`src/sprq_pkg.sv`:
```
// shared types and codes for the stable priority ready queue
`default_nettype none
package sprq_pkg;

   // result status codes
   localparam int STATUS_BITS = 2;
   typedef logic [STATUS_BITS-1:0] status_code_type;
   localparam status_code_type STATUS_OK        = 2'd0;
   localparam status_code_type STATUS_EMPTY_POP = 2'd1;
   localparam status_code_type STATUS_FULL_INS  = 2'd2;

   // request command codes
   localparam logic CMD_INSERT = 1'b0;
   localparam logic CMD_POP    = 1'b1;

   // controller states
   typedef enum logic {
      CTL_IDLE,
      CTL_HOLD
   } ctl_state_type;

   // controller to datapath
   typedef struct packed {
      logic            accept;   // request transfer this cycle
      logic            write;    // queue contents change
      logic            pop;      // shift toward the head instead of insert
      status_code_type code;     // status of the result being captured
   } dp_cmd_type;

   // datapath to controller
   typedef struct packed {
      logic empty;
      logic full;
   } dp_status_type;

endpackage
`default_nettype wire

```
`src/stable_priority_ready_queue_unit.sv`:
```
// top level of the stable sorted priority ready queue
`default_nettype none
// A ready queue of up to QUEUE_DEPTH entries (priority plus process tag),
// held as a row of slot registers sorted highest priority first. An insert
// lands behind every stored entry of equal or greater priority, so equal
// priorities leave in arrival order; a pop returns the head. Every request
// transfer gives exactly one response, valid from the next cycle and held
// until its transfer, carrying a
// status (ok, pop on empty, insert on full), the popped entry (zero for
// inserts and failed pops) and the occupancy after the command. All slots
// compare against the new priority in parallel and shift in the same edge,
// and a new request is taken while the previous response is being taken,
// so one command per cycle is sustained; a stalled response holds the
// request side off. Slot contents are not cleared at reset; only slots
// below the fill count are ever read.
module stable_priority_ready_queue_unit #(
   parameter int QUEUE_DEPTH   = 16,
   parameter int PRIORITY_BITS = 3,
   parameter int PAYLOAD_BITS  = 16
) (
   input  wire logic                              clock,
   input  wire logic                              reset,
   // request channel
   input  wire logic                              req_valid,
   output logic                                   req_stall,
   input  wire logic                              req_command,
   input  wire logic [PRIORITY_BITS-1:0]          req_priority_req,
   input  wire logic [PAYLOAD_BITS-1:0]           req_payload,
   // response channel
   output logic                                   rsp_valid,
   input  wire logic                              rsp_stall,
   output sprq_pkg::status_code_type              rsp_status,
   output logic [PRIORITY_BITS-1:0]               rsp_out_priority,
   output logic [PAYLOAD_BITS-1:0]                rsp_out_payload,
   output logic [$clog2(QUEUE_DEPTH+1)-1:0]       rsp_occupancy
);
   import sprq_pkg::*;

   // command from the state machine, fullness back from the slots
   dp_cmd_type    cmd;
   dp_status_type dp_status;

   sprq_controller u_ctl (
      .clock       (clock),
      .reset       (reset),
      .req_valid   (req_valid),
      .req_command (req_command),
      .rsp_stall   (rsp_stall),
      .dp_status   (dp_status),
      .cmd         (cmd),
      .req_stall   (req_stall),
      .rsp_valid   (rsp_valid)
   );

   sprq_datapath #(
      .QUEUE_DEPTH   (QUEUE_DEPTH),
      .PRIORITY_BITS (PRIORITY_BITS),
      .PAYLOAD_BITS  (PAYLOAD_BITS)
   ) u_dp (
      .clock            (clock),
      .reset            (reset),
      .cmd              (cmd),
      .req_priority_req (req_priority_req),
      .req_payload      (req_payload),
      .dp_status        (dp_status),
      .rsp_status       (rsp_status),
      .rsp_out_priority (rsp_out_priority),
      .rsp_out_payload  (rsp_out_payload),
      .rsp_occupancy    (rsp_occupancy)
   );

   // every request transfer shows a response in the next cycle
   a_rsp_follows: assert property (@(posedge clock) disable iff (reset)
      (req_valid && !req_stall) |=> rsp_valid)
      else $error("no response after request transfer");

   // occupancy never passes the queue depth
   a_occ_bound: assert property (@(posedge clock) disable iff (reset)
      rsp_valid |-> (rsp_occupancy <= ($clog2(QUEUE_DEPTH+1))'(QUEUE_DEPTH)))
      else $error("occupancy beyond queue depth");

   // a pop on an empty queue returns zeros and an empty queue
   a_empty_pop: assert property (@(posedge clock) disable iff (reset)
      (rsp_valid && rsp_status == STATUS_EMPTY_POP) |->
         (rsp_out_priority == '0 && rsp_out_payload == '0 && rsp_occupancy == '0))
      else $error("empty pop result not clean");

   // a full-queue insert reports a full queue
   a_full_ins: assert property (@(posedge clock) disable iff (reset)
      (rsp_valid && rsp_status == STATUS_FULL_INS) |->
         (rsp_occupancy == ($clog2(QUEUE_DEPTH+1))'(QUEUE_DEPTH)))
      else $error("full insert with room left");

endmodule
`default_nettype wire

```
`src/sprq_datapath.sv`:
```
// sorted slot array, fill count and result register
`default_nettype none
module sprq_datapath #(
   parameter int QUEUE_DEPTH   = 16,
   parameter int PRIORITY_BITS = 3,
   parameter int PAYLOAD_BITS  = 16
) (
   input  wire logic                               clock,
   input  wire logic                               reset,
   input  wire sprq_pkg::dp_cmd_type               cmd,
   input  wire logic [PRIORITY_BITS-1:0]           req_priority_req,
   input  wire logic [PAYLOAD_BITS-1:0]            req_payload,
   output sprq_pkg::dp_status_type                 dp_status,
   output sprq_pkg::status_code_type               rsp_status,
   output logic [PRIORITY_BITS-1:0]                rsp_out_priority,
   output logic [PAYLOAD_BITS-1:0]                 rsp_out_payload,
   output logic [$clog2(QUEUE_DEPTH+1)-1:0]        rsp_occupancy
);
   import sprq_pkg::*;

   localparam int CW = $clog2(QUEUE_DEPTH + 1);

   logic [CW-1:0]            fill_ff, fill_in;
   logic [PRIORITY_BITS-1:0] prio_ff [QUEUE_DEPTH];
   logic [PRIORITY_BITS-1:0] prio_in [QUEUE_DEPTH];
   logic [PAYLOAD_BITS-1:0]  tag_ff  [QUEUE_DEPTH];
   logic [PAYLOAD_BITS-1:0]  tag_in  [QUEUE_DEPTH];
   logic [QUEUE_DEPTH-1:0]   behind;

   status_code_type          status_ff;
   logic [PRIORITY_BITS-1:0] out_prio_ff, out_prio_in;
   logic [PAYLOAD_BITS-1:0]  out_tag_ff, out_tag_in;
   logic [CW-1:0]            occ_ff;

   // behind[i]: slot i is empty or holds a strictly lower priority
   // (a thermometer, since slots are kept sorted)
   for (genvar i = 0; i < QUEUE_DEPTH; i++) begin : g_slot
      assign behind[i] = (CW'(i) >= fill_ff) || (prio_ff[i] < req_priority_req);

      always_comb begin
         prio_in[i] = prio_ff[i];
         tag_in[i]  = tag_ff[i];
         if (cmd.pop) begin
            if (i < QUEUE_DEPTH - 1) begin
               prio_in[i] = prio_ff[(i + 1) % QUEUE_DEPTH];
               tag_in[i]  = tag_ff[(i + 1) % QUEUE_DEPTH];
            end
         end else if (behind[i]) begin
            if (i > 0 && behind[(i + QUEUE_DEPTH - 1) % QUEUE_DEPTH]) begin
               prio_in[i] = prio_ff[(i + QUEUE_DEPTH - 1) % QUEUE_DEPTH];
               tag_in[i]  = tag_ff[(i + QUEUE_DEPTH - 1) % QUEUE_DEPTH];
            end else begin
               prio_in[i] = req_priority_req;
               tag_in[i]  = req_payload;
            end
         end
      end

      always_ff @(posedge clock) begin
         if (cmd.write) begin
            prio_ff[i] <= prio_in[i];
            tag_ff[i]  <= tag_in[i];
         end
      end
   end

   always_comb begin
      fill_in = fill_ff;
      if (cmd.write) begin
         fill_in = cmd.pop ? fill_ff - CW'(1) : fill_ff + CW'(1);
      end
      out_prio_in = '0;
      out_tag_in  = '0;
      if (cmd.write && cmd.pop) begin
         out_prio_in = prio_ff[0];
         out_tag_in  = tag_ff[0];
      end
   end

   always_ff @(posedge clock) begin
      if (reset) begin
         fill_ff <= '0;
      end else begin
         fill_ff <= fill_in;
      end
   end

   always_ff @(posedge clock) begin
      if (cmd.accept) begin
         status_ff   <= cmd.code;
         out_prio_ff <= out_prio_in;
         out_tag_ff  <= out_tag_in;
         occ_ff      <= fill_in;
      end
   end

   assign dp_status.empty = (fill_ff == '0);
   assign dp_status.full  = (fill_ff == CW'(QUEUE_DEPTH));

   assign rsp_status       = status_ff;
   assign rsp_out_priority = out_prio_ff;
   assign rsp_out_payload  = out_tag_ff;
   assign rsp_occupancy    = occ_ff;

endmodule
`default_nettype wire

```
`src/sprq_controller.sv`:
```
// handshake and command decode state machine
`default_nettype none
module sprq_controller (
   input  wire logic                    clock,
   input  wire logic                    reset,
   input  wire logic                    req_valid,
   input  wire logic                    req_command,
   input  wire logic                    rsp_stall,
   input  wire sprq_pkg::dp_status_type dp_status,
   output sprq_pkg::dp_cmd_type         cmd,
   output logic                         req_stall,
   output logic                         rsp_valid
);
   import sprq_pkg::*;

   ctl_state_type state_ff, state_in;
   logic          accept;

   assign req_stall = (state_ff == CTL_HOLD) && rsp_stall;
   assign accept    = req_valid && !req_stall;

   // next state
   always_comb begin
      state_in = state_ff;
      unique case (state_ff)
         CTL_IDLE: begin
            if (accept) state_in = CTL_HOLD;
         end
         CTL_HOLD: begin
            if (!rsp_stall && !req_valid) state_in = CTL_IDLE;
         end
         default: state_in = CTL_IDLE;
      endcase
   end

   always_ff @(posedge clock) begin
      if (reset) begin
         state_ff <= CTL_IDLE;
      end else begin
         state_ff <= state_in;
      end
   end

   // outputs
   always_comb begin
      cmd.accept = accept;
      cmd.pop    = (req_command == CMD_POP);
      cmd.write  = 1'b0;
      cmd.code   = STATUS_OK;
      if (req_command == CMD_POP) begin
         if (dp_status.empty) cmd.code = STATUS_EMPTY_POP;
         else                 cmd.write = accept;
      end else begin
         if (dp_status.full) cmd.code = STATUS_FULL_INS;
         else                cmd.write = accept;
      end
      unique case (state_ff)
         CTL_IDLE: rsp_valid = 1'b0;
         CTL_HOLD: rsp_valid = 1'b1;
         default:  rsp_valid = 1'b0;
      endcase
   end

endmodule
`default_nettype wire
```
`config.mk`:
```
export PLATFORM = sky130hd
export DESIGN_NAME = stable_priority_ready_queue_unit
export DESIGN_NICKNAME = d
export VERILOG_FILES = /design/src/sprq_pkg.sv /design/src/stable_priority_ready_queue_unit.sv /design/src/sprq_datapath.sv /design/src/sprq_controller.sv
export SDC_FILE = /design/constraint.sdc
export NUM_CORES = 1
export LEC_CHECK = 0
export ABC_AREA = 1
export BUFFER_PORTS_ARGS = -buffer_cell sky130_fd_sc_hd__buf_2
export CAP_MARGIN = 20
export CORE_MARGIN = 8
export CORE_UTILIZATION = 55
export CTS_CLUSTER_DIAMETER = 80
export DETAILED_ROUTE_END_ITERATION = 8
export MAX_ROUTING_LAYER = met4
export PLACE_DENSITY_LB_ADDON = 0.25
export REMOVE_ABC_BUFFERS = 1
export SLEW_MARGIN = 40
export SYNTH_ARGS = -nofsm -noshare
export SYNTH_HDL_FRONTEND = slang
export SYNTH_SLANG_ARGS = --single-unit
```
`constraint.sdc`:
```
create_clock -name clock -period 6.3 [get_ports clock]
set_input_delay 0.315 -clock clock [delete_from_list [all_inputs] [get_ports clock]]
set_output_delay 0.315 -clock clock [all_outputs]
set_load 0.01 [all_outputs]
```
# Word-level counts from Yosys, hierarchy flattened
# Memory sizes are Yosys's and may differ from the RTL's.
# Cells that the tools add are included.
# totals
regBits	32
mem_bits_rw	304
in_bits	24
output_inout_bits	28
wordCells	176
mem_count	2
# mem_list
name	words	word_bits	rd	rd_clocked_by_memory_dff	write_ports	line_no	text
u_dp.tag_ff	16	16	16	0	16	sprq_datapath.sv:26	logic [PAYLOAD_BITS-1:0] tag_ff [QUEUE_DEPTH];
u_dp.prio_ff	16	3	16	0	16	sprq_datapath.sv:24	logic [PRIORITY_BITS-1:0] prio_ff [QUEUE_DEPTH];
# op_classes
addsub	2
order_cmp	32
n_eq_ne	1
muxes	108
bitwise_logic	1
reduce_logical	24
# op_table
op	n
two-way mux 16 bit	47
two-way mux 3 bit	47
< comparator 3 bit	16
greater-or-equal comparator 4 x 5 -> 1 bit, first input constant	8
greater-or-equal comparator 3 x 5 -> 1 bit, first input constant	4
logical OR 1 bit	16
greater-or-equal comparator 1 x 5 -> 1 bit, first input constant	2
greater-or-equal comparator 2 x 5 -> 1 bit, first input constant	2
two-way mux 5 bit	2
two-way mux 1 bit	8
adder 5 x 1 -> 5 bit, second input constant	1
equality test 5 bit, second input constant	1
logical NOT 5 bit	1
subtractor 5 x 1 -> 5 bit, second input constant	1
logical AND 1 bit	4
two-way mux 2 bit	2
case mux 1 bit (2 select lines)	2
logical NOT 1 bit	3
NOT 1 bit	1

# Longest topological paths before layout
# Gate-level depths: netlist (run 1).
# depth
depth_word	7
depth_mapped	12
ltp_nobuf	11

# Cells and area by module
# From an unflattened synthesis (run 1), not the netlist that was laid out.
# unflattened
hier_cells	2288
area_unflattened_um2	18905.6
# by_module_without_submodules
module	instances	cells_each	area_per_inst_um2	seq_area_each_um2
sprq_datapath	1	2272	18808.0	10009.6
sprq_controller	1	16	97.6	20.0

# Worst setup path after synthesis (run 1)
# OpenSTA, ideal clock, no wires.
# synth_timing
path_kind	input-to-reg
from	input port req_priority_req[2]
to	memory u_dp.prio_ff[8][0], enable pin
setup_ps	376
t_arrival_ps	2476
required_time_ps	5924
slack_ps	3448
stages	9
n_path_buf	2
cell_sequence	inv_1 -> clkbuf_1 -> ha_1 -> a21oi_1 -> nand2_1 -> nand3_1 -> clkbuf_1 -> nand2_1 -> nand2_1
# synth_rtl
element	line_no	text
start, declared	stable_priority_ready_queue_unit.sv:27	input wire logic [PRIORITY_BITS-1:0] req_priority_req,
end, declared	sprq_datapath.sv:24	

==> results of run 1 <==
kinds of logic (layout without fill, tap and decap cells):
| kind of cell | count (synthesis) | in the layout | synth area share, % |
|---|---|---|---|
| flip-flops | 336 | 336 | 53.5 |
| adder cells (fa/ha/maj) | 37 | 37 | 2.47 |
| XOR/XNOR | 3 | 3 | 0.140 |
| AND/OR/NAND/NOR | 1337 | 1337 | 29.4 |
| buffers and inverters | 392 | 358 | 8.58 |
| AO/OA/AOI/OAI | 223 | 223 | 5.99 |
flip-flops by register name, indices dropped and copies added (netlist names):
name / flops
u_ctl.state_ff: 1
u_dp.fill_ff: 5
u_dp.prio_ff: 48
u_dp.rsp_occupancy: 5
u_dp.rsp_out_payload: 16
u_dp.rsp_out_priority: 3
u_dp.rsp_status: 2
u_dp.tag_ff: 256
layout make-up:
class | instances | area, sq um | share of cell area [%]
inverters | 224 | 851 | 4.20
clock inverters | 19 | 268 | 1.32
multi-input cells | 1600 | 7150 | 35.3
clock buffers | 48 | 987 | 4.88
well taps | 448 | 561 | 2.77
repair buffers | 67 | 395 | 1.95
flip-flops and latches | 336 | 10000 | 49.5
metal layers:
metal,share of wire [%],track usage (%),vias to the layer above
li1,-,-,7496
met2,50,44.3,706
met3,7.0,3.68,175
met1,39,31.0,7576
met5,0,-,-
met4,4.4,11.2,0
Yosys cell counts (all sizes together):
cell type | instances | area (sq um)
edfxtp | 330 | 9910
inv | 224 | 843
a21oi | 21 | 109
buf | 92 | 480
ha | 37 | 463
o21ai | 200 | 1000
a21o | 1 | 7.51
xnor2 | 2 | 17.5
nor2 | 35 | 141
xor2 | 1 | 8.76
nand3 | 290 | 1460
o21bai | 1 | 7.51
dfxtp | 6 | 120
nand4 | 41 | 257
clkbuf | 76 | 285
nand2 | 970 | 3650
nand3b | 1 | 7.51
through the flow:
step                      setup TNS [ns]  setup WS [ns]  cell area (sq um)  hold slack, ns  std cells
after floorplan                  -140.77         -0.496              18000           0.384       2160
after global placement                 0           2.59              19000           0.499       2675
after detailed placement               0           2.50              19000           0.509       2675
after CTS                              0           2.46              20200          0.0354       2742
after global routing                   0           2.44              20200          0.0512       2742
final                                  0           2.68              20200          0.0495       2742
power groups by stage:
stage / sequential, uW / clock (uW) / combinational [uW]
2_1_floorplan: 3050 / 0 / 917
6_report: 3090 / 2260 / 1340
3_3_place_gp: 3120 / 0 / 1280
3_5_place_dp: 3120 / 0 / 1320
5_1_grt: 3110 / 2370 / 1520
4_1_cts: 3080 / 2290 / 1320
how the worst max path moves through the flow:
stage,endpoint,cells after the start,from
final,u_dp.prio_ff[7][2]$_DFFE_PP_,9,u_dp.fill_ff[1]$_SDFF_PP0_
after detailed placement,u_dp.tag_ff[10][1]$_DFFE_PP_,9,u_dp.fill_ff[1]$_SDFF_PP0_
after global placement,u_dp.tag_ff[8][13]$_DFFE_PP_,11,req_priority_req[1]
after global routing,u_dp.prio_ff[7][1]$_DFFE_PP_,9,u_dp.fill_ff[0]$_SDFF_PP0_
after floorplan,u_dp.prio_ff[5][0]$_DFFE_PP_,5,req_command
after CTS,u_dp.tag_ff[10][10]$_DFFE_PP_,9,u_dp.fill_ff[1]$_SDFF_PP0_
==> flow_metrics.py, run 1 <==
metrics = {
    "detailed_routing": {
        "drtIter0Drc": 1759,
        "drt_wl_total_um": 52900,
        "vias_per_cell": 5.82,
        "drc_errors": 0,
        "postRouteAntennaNets": 0,
        "drtPass1Iterations": 8,
        "via_count": 16000,
        "avgRoutedWirePerCell_um": 19.3,
    },
    "clock_network": {
        "path_clk_slew_ns": 0.06,
        "cts_hold_buffers": 0,
        "cts_root_buffer": "clkbuf_16",
        "cts_buffers": 37,
        "clock_latency_ns": 0.53,
        "clkSinkCount": 336,
        "post-cts-setup-buffers": 0,
        "cts_resized": 0,
        "clockBufferDepth": 3,
        "htree_levels": 2,
        "tritoncts": "built",
    },
    "power_and_ir_drop": {
        "p_sw_share_pct": 30.7,
        "power_switching_uw": 2050,
        "seqPwrFrac_pct": 46.1,
        "powerDensity_nw_per_um2": 331,
        "power_frac_comb_pct": 20.1,
        "pwr-share-clk_pct": 33.8,
        "p_int_uw": 4640,
        "p_total_uw": 6690,
        "leakagePower_uw": 0.00948,
        "peakVddDrop_uv": 187,
    },
    "synth": {
        "ys_seq_area_share_pct": 53.5,
        "avgSynthCellArea_sq_um": 8.06,
        "ys_warn_count": 0,
        "postSynthCellCount": 2328,
        "synth_cell_types": 28,
        "ys_ff_latch": 336,
        "synth_area_sq_um": 18800,
    },
    "job": {
        "max_cap_violations": 0,
    },
    "critical_path": {
        "rr_startpoint": "u_dp.fill_ff[1]$_SDFF_PP0_",
        "cp_max_fo": 26,
        "r2r-end": "u_dp.prio_ff[7][2]$_DFFE_PP_",
        "required_ns": 6.46,
        "path_buf_inv": 3,
        "cpMostUsedCell": "inv_1",
        "worstSetupStartpointType": "flop",
        "cp.arrival_ns": 3.77,
        "critPathMaxStageDelay_ns": 0.72,
        "r2r_cells": 9,
        "cpMaxStageDelayCell": "nand2_2",
        "worstSetupEndpointType": "flop",
        "crit_type": "flop to flop",
        "reg2reg_setup_slack_ns": 2.68,
        "crit_path_cell_trace": "inv_1 > ha_1 > inv_1 > nor2_1 > nand2_1 > nand3_2 > nand2_2 > o21ai_0 > inv_1",
        "critPathTopFamily": "simple AND/OR/NAND/NOR gates",
    },
    "sta": {
        "finalSetupViolations": 0,
        "finClkSkew_ns": 0.00955,
        "maxSlewHeadroom_pct": 39.0,
        "drv_slew": 0,
        "fin_crit_sh_pct": 57.4,
        "hold_viol": 0,
        "fin_crit_ns": 3.62,
        "rsz0062_at_grt": "false",
        "max_clock_freq_mhz": 276,
        "tightestPinTransition_ns": 0.914,
    },
    "place": {
        "io_buffers": 51,
        "gp_congestion": 0.917,
        "post-dp-hpwl_um": 35400,
    },
    "grt": {
        "track_usage_pct": 26.2,
        "grt.overflow.total": 0,
        "antenna_found_initial": 0,
        "grt_pass1_wl_um": 82500,
        "grt_pass1_vias": 15400,
        "grt_start_max_net_pins": 118,
    },
    "finish": {
        "fin_util_pct": 60.4,
        "n_fill_cell": 2989,
        "nets": 2327,
        "final_cell_mix": "nand2_1 (961), edfxtp_1 (330), nand3_1 (289)",
        "final_common_cell": "nand2_1",
        "drive_above_1_share_pct": 6.45,
        "area_delta_synth_final_pct": 7.89,
        "diodes": 0,
    },
    "die": {
        "die_w_um": 201,
        "io_pins": 52,
        "die_h_um": 201,
        "rows": 67,
        "dieArea_sq_um": 40300,
        "start_util_pct": 56.0,
        "coreArea_sq_um": 33500,
    },
    "worst_hold_path": {
        "whs_endpoint": "u_ctl.state_ff$_SDFF_PP0_",
        "hold_depth": 2,
        "hp-start": "reset",
        "holdCritPathClass": "input pin to flop",
    },
    "status": {
        "status": "finished clean",
    },
}
(Power assumes the default switching activity.)
==> inputs of run 2 (changes only) <==
--- a/config.mk
+++ b/config.mk
@@ -5,7 +5,7 @@
 export SDC_FILE = /design/constraint.sdc
 export NUM_CORES = 1
 export LEC_CHECK = 0
-export ABC_AREA = 1
+export ABC_AREA = 0
 export BUFFER_PORTS_ARGS = -buffer_cell sky130_fd_sc_hd__buf_2
 export CAP_MARGIN = 20
 export CORE_MARGIN = 8
==> constraint.sdc (replaced) <==
create_clock -name clock -period 3.08 [get_ports clock]
set_input_delay 0.154 -clock clock [delete_from_list [all_inputs] [get_ports clock]]
set_output_delay 0.154 -clock clock [all_outputs]
set_load 0.01 [all_outputs]
==> run 2 against run 1 <==
Net effect:
- sequential power rose by 100%
- flip-flop and latch count did not move
- clock skew rose by 0.012 ns
- combinational power rose by 140%
- core utilization rose by 1.8 points
- largest power group unchanged
- global-route usage fell by 1.2 points
==> flow_metrics.py, run 2 <==
metrics = {
    "sta": {
        "fin_crit_sh_pct": 90.8,
        "maxSlewHeadroom_pct": 44.1,
        "tightestPinTransition_ns": 0.838,
        "max_clock_freq_mhz": 357,
        "finalSetupTns_ns": 0,
        "rsz0062_at_grt": "false",
        "finalSetupViolations": 0,
        "finClkSkew_ns": 0.0212,
        "drv_slew": 0,
        "fin_crit_ns": 2.80,
        "hold_viol": 0,
    },
    "critical_path": {
        "cp_max_fo": 19,
        "worstSetupEndpointType": "flop",
        "critPathMaxStageDelay_ns": 0.69,
        "reg2reg_setup_slack_ns": 0.28,
        "rr_startpoint": "u_dp.fill_ff[0]$_SDFF_PP0_",
        "r2r_cells": 7,
        "r2r-end": "u_dp.tag_ff[9][11]$_DFFE_PP_",
        "required_ns": 3.22,
        "cp.arrival_ns": 2.94,
        "worstSetupStartpointType": "flop",
        "crit_path_end": "u_dp.tag_ff[9][11]$_DFFE_PP_",
        "crit_path_cell_trace": "inv_1 > ha_1 > nor3b_2 > a21oi_1 > buf_12 > a21boi_0 > o21a_1",
        "cp-startpoint": "u_dp.fill_ff[0]$_SDFF_PP0_",
        "cpMaxStageDelayCell": "o21a_1",
        "crit_type": "flop to flop",
    },
    "clock_network": {
        "cts_buffers": 38,
        "path_clk_slew_ns": 0.06,
        "cts_root_buffer": "clkbuf_16",
        "htree_levels": 2,
        "tritoncts": "built",
        "clockBufferDepth": 3,
        "clock_latency_ns": 0.52,
        "clkSinkCount": 336,
    },
    "synth": {
        "ys_warn_count": 0,
        "synth_area_sq_um": 18200,
        "ys_ff_latch": 336,
        "yosysMostFrequentCell": "edfxtp_1",
        "synth_cell_types": 57,
        "ys_seq_area_share_pct": 55.0,
        "synth-edff-count": 330,
        "ys_async_sr_fraction_pct": 0,
        "synth_top_area_share_pct": 54.3,
        "synth_common_cells": "edfxtp_1 (330), nand2_1 (222), nand3_1 (191)",
        "avgSynthCellArea_sq_um": 10.4,
        "synth_top_cell_by_area": "edfxtp_1",
        "ys_top_cells_by_area": "edfxtp_1 (54%), o311ai_0 (6.1%), nand3_1 (5.2%)",
        "synthFlopType": "edfxtp_1",
        "postSynthCellCount": 1756,
    },
    "grt": {
        "grt_pass1_wl_um": 76000,
        "met3_usage_pct": 4.11,
        "grt_pass1_vias": 13500,
        "grt_start_max_net_pins": 231,
        "use_met2_pct": 37.8,
        "antenna_found_initial": 0,
        "use_met1_pct": 35.2,
        "grt-busiest-layer": "met2",
        "grt.overflow.total": 0,
        "track_usage_pct": 25.0,
    },
    "die": {
        "dieArea_sq_um": 39300,
        "rows": 66,
        "io_pins": 52,
        "coreArea_sq_um": 32600,
        "die_w_um": 198,
        "start_util_pct": 55.9,
        "die_h_um": 198,
    },
    "detailed_routing": {
        "avgRoutedWirePerCell_um": 22.1,
        "via_count": 14300,
        "vias_per_cell": 6.49,
        "drtIter0Drc": 1844,
        "drc_errors": 0,
        "drtPass1Iterations": 6,
        "drt_wl_total_um": 48700,
        "postRouteAntennaNets": 0,
    },
    "job": {
        "max_cap_violations": 0,
    },
    "place": {
        "dp.cells": 2132,
        "gp_congestion": 0.932,
        "dpl_cell_area_sq_um": 19000,
        "io_buffers": 51,
        "post-dp-hpwl_um": 34800,
    },
    "power_and_ir_drop": {
        "leakagePower_uw": 0.00712,
        "power_switching_uw": 4290,
        "powerDensity_nw_per_um2": 685,
        "pwr-share-clk_pct": 32.1,
        "seqPwrFrac_pct": 45.1,
        "power_frac_comb_pct": 22.9,
        "p_int_uw": 9580,
        "p_sw_share_pct": 30.9,
        "peakVddDrop_uv": 392,
    },
    "finish": {
        "final_cell_mix": "edfxtp_1 (330), nand2_1 (222), nand3_1 (191)",
        "largest_reg_flops": 256,
        "final_area_sq_um": 20300,
        "instances_no_fill": 2204,
        "final_common_cell": "edfxtp_1",
        "n_fill_cell": 2598,
        "area_delta_synth_final_pct": 11.1,
        "drive_above_1_share_pct": 12.7,
        "largest_register": "u_dp.tag_ff",
        "diodes": 0,
        "nets": 1796,
    },
    "worst_hold_path": {
        "holdCritPathClass": "input pin to flop",
    },
    "status": {
        "status": "finished clean",
    },
}
run 2: changes by cell type after synthesis, moves of 25 or more:
| cell | change |
|---|---|
| inv_1 | -63 |
| nand2_1 | -747 |
| buf_2 | -34 |
| nor2b_1 | +30 |
| o311ai_0 | +127 |
| o311ai_1 | +25 |
| clkbuf_1 | +73 |
| o21ai_0 | -108 |
| nand3_1 | -98 |
| o211ai_1 | +38 |
| o221ai_1 | +76 |
run 2: final cells by class:
class                   instances  area, sq um  share of cell area [%]
well taps                     442          553                    2.73
inverters                     161          609                    3.01
clock buffers                  50         1060                    5.23
multi-input cells            1074         6960                    34.3
flip-flops and latches        336        10000                    49.5
clock inverters                17          156                   0.772
repair buffers                124          897                    4.43
run 2: per-stage QoR:
stage / util, % / total power, uW / hold slack, ns / worst slack (ns)
after global placement: 58.0 / 9280 / 0.379 / 0.344
after global routing: 62.1 / 14400 / 0.00721 / 0.161
final: 62.1 / 13900 / 0.0209 / 0.282
after CTS: 62.0 / 13800 / 0.00128 / 0.310
after floorplan: - / 8130 / 0.226 / -2.91
after detailed placement: 58.2 / 9420 / 0.396 / 0.318
run 2: kinds of logic after synthesis:
kind of cell	count (synthesis)	synth area share, %
AO/OA/AOI/OAI	463	19.5
AND/OR/NAND/NOR	546	13.9
adder cells (fa/ha/maj)	37	2.54
flip-flops	336	55.0
buffers and inverters	346	7.42
multiplexers	22	1.35
XOR/XNOR	6	0.288
run 2: repair_timing:
item	4_1_cts	5_1_grt
gates resized for setup	0	0
buffers inserted	0	0
endpoints found under the hold margin	4	0
hold buffers	4	0
run 2: critical path: cells and delay by family, from the launching register on:
| kind | cells | cell delay (ns) |
|---|---|---|
| adder cells (fa/ha/maj) | 1 | 0.29 |
| AO/OA/AOI/OAI | 3 | 1.15 |
| buffers and inverters | 2 | 0.36 |
| flip-flops | 1 | 0.43 |
| AND/OR/NAND/NOR | 1 | 0.18 |
run 2: layer usage:
layer  wire length, um  up-vias
met5                 0        -
met4               652        0
met3              4040       59
met2             22000      687
met1             22000     6887
li1                  -     6669
run 2: how the worst min path moves through the flow:
stage	slack, ns	from	to	cells after the start
4_1_cts	0.001	req_payload[8]	u_dp.tag_ff[15][8]$_DFFE_PP_	2
3_5_place_dp	0.40	req_valid	u_ctl.state_ff$_SDFF_PP0_	3
2_1_floorplan	0.23	reset	u_dp.fill_ff[0]$_SDFF_PP0_	1
6_report	0.02	req_payload[13]	u_dp.tag_ff[15][13]$_DFFE_PP_	2
5_1_grt	0.007	req_payload[13]	u_dp.tag_ff[15][13]$_DFFE_PP_	2
3_3_place_gp	0.38	req_valid	u_ctl.state_ff$_SDFF_PP0_	3
run 2: power by group through the flow:
stage               clock network, uW  logic [uW]  registers, uW
global placement                    0        2980           6300
global route                     4670        3430           6310
finish                           4450        3170           6260
CTS                              4490        3110           6240
detailed placement                  0        3080           6340
floorplan                           0        1880           6250
